## config.mk

```make
export PLATFORM = sky130hd
export DESIGN_NAME = sr_ram
export DESIGN_NICKNAME = d
export VERILOG_FILES = /design/src/rtl/sr_ram.sv
export SDC_FILE = /design/constraint.sdc
export NUM_CORES = 1
export LEC_CHECK = 0
export ABC_AREA = 1
export BUFFER_PORTS_ARGS = -buffer_cell sky130_fd_sc_hd__buf_2
export CAP_MARGIN = 30
export CORE_AREA = 4 4 111 113
export DETAILED_ROUTE_END_ITERATION = 7
export DIE_AREA = 0 0 115 117
export PLACE_DENSITY = 0.69
export REMOVE_ABC_BUFFERS = 1
export SYNTH_ARGS = -nofsm -noshare
export SYNTH_HDL_FRONTEND = slang
export SYNTH_SLANG_ARGS = --single-unit
```

## constraint.sdc

```tcl
create_clock -name clk_i -period 1.3 [get_ports clk_i]
set_input_delay 0.13 -clock clk_i [delete_from_list [all_inputs] [get_ports clk_i]]
set_output_delay 0.13 -clock clk_i [all_outputs]
set_load 0.01 [all_outputs]
```

## src/rtl/sr_ram.sv

```systemverilog
// Generic single-write, single-read synchronous RAM with registered read data.
module sr_ram #(
  parameter int unsigned WIDTH = 8,
  parameter int unsigned DEPTH = 16
) (
  input  logic                     clk_i,
  input  logic                     we_i,
  input  logic [$clog2(DEPTH)-1:0] waddr_i,
  input  logic [WIDTH-1:0]         wdata_i,
  input  logic                     re_i,
  input  logic [$clog2(DEPTH)-1:0] raddr_i,
  output logic [WIDTH-1:0]         rdata_o
);

  logic [WIDTH-1:0] mem_q [DEPTH];
  logic [WIDTH-1:0] rdata_q;

  always_ff @(posedge clk_i) begin
    if (we_i) begin
      mem_q[waddr_i] <= wdata_i;
    end
    if (re_i) begin
      rdata_q <= mem_q[raddr_i];
    end
  end

  assign rdata_o = rdata_q;

endmodule

```

### Word level (Yosys, flattened, before mapping)

Memories as Yosys holds them, arrays and structs flattened. A register that Yosys moved wholly into a read port is not among the register bits.
Index checks and enable logic that the tools add are counted.

| storage, ports and cells | value |
|---|---|
| memories kept | 1 |
| logic and storage cells | 3 |
| register bits after elaboration | 0 |
| output and inout port bits | 8 |
| memory bits (writable) | 128 |
| input bits | 19 |

Memory list:

| name | words | width | read ports | clocked after memory_dff | write ports | RTL line | text |
|---|---|---|---|---|---|---|---|
| mem_q | 16 | 8 | 1 | 1 | 1 | 15 | `logic [WIDTH-1:0] mem_q [DEPTH];` |

| operators by class | value |
|---|---|
| mux-type cells | 2 |

Operators with widths:

| cell | number |
|---|---|
| two-way mux 1 bit | 2 |

### Logic depth before layout (Yosys ltp)

| logic depth | value |
|---|---|
| depth after elaboration | 2 |
| depth in mapped cells | 8 |
| gate-level depth less buffers | 7 |

### Least setup slack after synthesis

OpenSTA, ideal clock, no wires.

| timing path | value |
|---|---|
| kind | input -> register |
| start | input port waddr_i[2] |
| end | memory mem_q[10][0], enable pin |
| required time | 0.930 ns |
| stages on the path | 2 |
| buffers on the path | 0 |
| setup slack | 0.219 ns |
| data arrival time | 0.711 ns |
| setup time | 0.370 ns |
| cell sequence | nand3b_1 > nor2_1 |

RTL lines:

| item | RTL line | text |
|---|---|---|
| start: declaration | 8 | `input logic [$clog2(DEPTH)-1:0] waddr_i,` |
| end: declaration | 15 |  |

Straight into the memory's write port.

==> results.yml <==
cts:
  cts.sinks: 136
  clk_latency_ps: 410
  cts_tree: "yes"
  postCtsSetupBuffers: 0
  cts-buffers-inserted: 17
  cts-root-buf: "clkbuf_16"
  clk_pin_slew_ps: 60
  ctsResizeCount: 0
  clk_path_buf_depth: 2
  cts-htree-levels: 4
  hold_buffers: 0
floorplan:
  fp.coreArea_sq_mm: 0.0113
  ios: 27
  fp.dieArea_sq_mm: 0.0135
  rows: 39
  die_x_microns: 115
  start_util: 0.516
  die_y_microns: 117
critical_path:
  crit_arrival_ps: 1310
  end_kind: "register"
  cpPeakStageDelay_ps: 360
  start_kind: "register"
  r2r_end: "rdata_o[2]$_DFFE_PP_"
  worstPathCellList: "inv_1 -> nand2_1 -> nand3_1 -> nand3_1 -> nand3_1 -> nand2_1"
  critPathMostFrequentCell: "nand3_1"
  crit_type: "reg -> reg"
  worst_r2r_startpoint: "mem_q[1][2]$_DFFE_PP_"
  r2r_setup_slack_ps: 150
  required_ps: 1470
  path_max_fanout: 1
  slowest_stage: "edfxtp_1"
  r2r_cells: 6
route:
  dr_wl_met3_microns: 680
  drt_pass1_iterations: 5
  wl_microns: 13000
  met2WireLength_microns: 6470
  wl_met1_microns: 5560
  topRoutingLayerUsed: "met4"
  dr_total_vias: 3849
  final_antenna_net_count: 0
  detail_route.drc_violations: 0
  via_per_inst: 5.13
  first_iter_violations: 299
  wl_per_cell_microns: 17.4
finish:
  fillers: 938
  final-seq-area_sq_mm: 0.00408
  area_delta_synth_final_pct: 14.4
  antenna_cells: 0
  layout_common_cells: "nand2_1, edfxtp_1, inv_1"
  final_util: 0.591
  fin_nets: 616
  drive_above_1_share: 0.122
  final_common_cell: "nand2_1"
  final_cell_area_sq_mm: 0.00669
  final-instance-count-excl-fill: 750
  multi_input_area_sq_mm: 0.00121
global_route:
  track_usage: 0.214
  antenna_found_initial: 0
  grt_first_pass_wirelength_microns: 20900
  grt_max_degree: 65
  grt-ovfl-total: 0
  grt_pass1_vias: 3792
pwr:
  vdd_ir_drop_max_v: 0.000763
  power_leakage_nw: 2.91
  p_per_area_mw_per_mm2: 1430
timing:
  maxSlewHeadroom: 0.579
  worstMarginPinSlew_ps: 630
  fin_crit_sh: 0.882
  fmax_ghz: 0.872
  final_hold_viol_count: 0
  period_needed_ps: 1150
  setup_violations: 0
  rsz0062_at_grt: "false"
  tns_ps: 0
  finClkSkew_ps: 6.36
  maxSlewViolCount: 0
run_status:
  status: "complete, no violations"
job:
  max-cap-violations: 0
placed_design:
  place_area_sq_mm: 0.00621
  dp_cells: 721
  dp.final_hpwl_microns: 8160
  gp_congestion: 0.830
  io_buffers: 26
yosys:
  ys_warn_count: 0
  ys_seq_area_frac: 0.698
  syn_area_per_cell_sq_um: 10.6
  synth-seq-cells: 136
  netlist_area_sq_mm: 0.00585
  synth_cell_types: 11
  netlist_instances: 551
hold_path:
  hold_path_class: "in -> reg"
  min_path_cells: 1
  hold_path_end: "rdata_o[4]$_DFFE_PP_"
  holdCritStartpoint: "re_i"
-- worst max-delay path: cells and delay by family (launching register included) --
family        cells  cell delay, ps
buf+inv           1              60
flops             1             360
simple gates      5             490
-- per-layer routing --
metal,vias up,track usage
li1,1870,-
met1,1840,0.278
met2,116,0.347
met3,23,0.0478
met4,0,0.0947
met5,-,0
-- cells in the mapped netlist --
cell type,instances,area share
buf_1,1,0.00064
buf_2,13,0.011
buf_4,4,0.0051
buf_6,6,0.012
edfxtp_1,136,0.70
inv_1,100,0.064
inv_2,2,0.0013
nand2_1,173,0.11
nand3_1,97,0.083
nand3b_1,2,0.0026
nor2_1,17,0.011
-- where the power goes --
group	switching (W)	internal, W
Sequential	0.0000254	0.00495
Clock	0.00160	0.00235
Combinational	0.000436	0.000187
-- stage by stage --
| stage | hold WS, ps | setup WS [ps] | power (W) |
|---|---|---|---|
| 2_1_floorplan | 229 | 49.4 | 0.00533 |
| 3_3_place_gp | 500 | -77.3 | 0.00567 |
| 3_5_place_dp | 498 | -90.0 | 0.00568 |
| 4_1_cts | 66.5 | 145 | 0.00960 |
| 5_1_grt | 69.9 | 56.6 | 0.00991 |
| 6_report | 76.6 | 153 | 0.00954 |
-- worst max path at each step --
stage	startpoint	end	slack, ps	cells past startpoint
after floorplan	raddr_i[0]	rdata_o[2]$_DFFE_PP_	50	6
after global placement	raddr_i[0]	rdata_o[6]$_DFFE_PP_	-80	9
after detailed placement	raddr_i[0]	rdata_o[0]$_DFFE_PP_	-90	9
after CTS	mem_q[3][7]$_DFFE_PP_	rdata_o[7]$_DFFE_PP_	150	6
after global routing	mem_q[1][7]$_DFFE_PP_	rdata_o[7]$_DFFE_PP_	60	6
final	mem_q[1][2]$_DFFE_PP_	rdata_o[2]$_DFFE_PP_	150	6
-- sequential cells by signal (all words and copies together) (netlist names) --
register  flops
mem_q       128
rdata_o       8
-- final cells by class --
type,count,share of cell area
flip-flops and latches,136,0.610
multi-input cells,289,0.181
clock buffers,21,0.0658
inverters,102,0.0572
repair buffers,51,0.0531
well taps,143,0.0267
clock inverters,8,0.00524
-- kinds of logic (layout without fill, tap and decap cells) --
group,after synthesis,in the layout,synth area share
simple gates,289,289,0.208
flops,136,136,0.698
buf+inv,126,182,0.0939
Note: power is estimated with default switching activity, not from simulation.
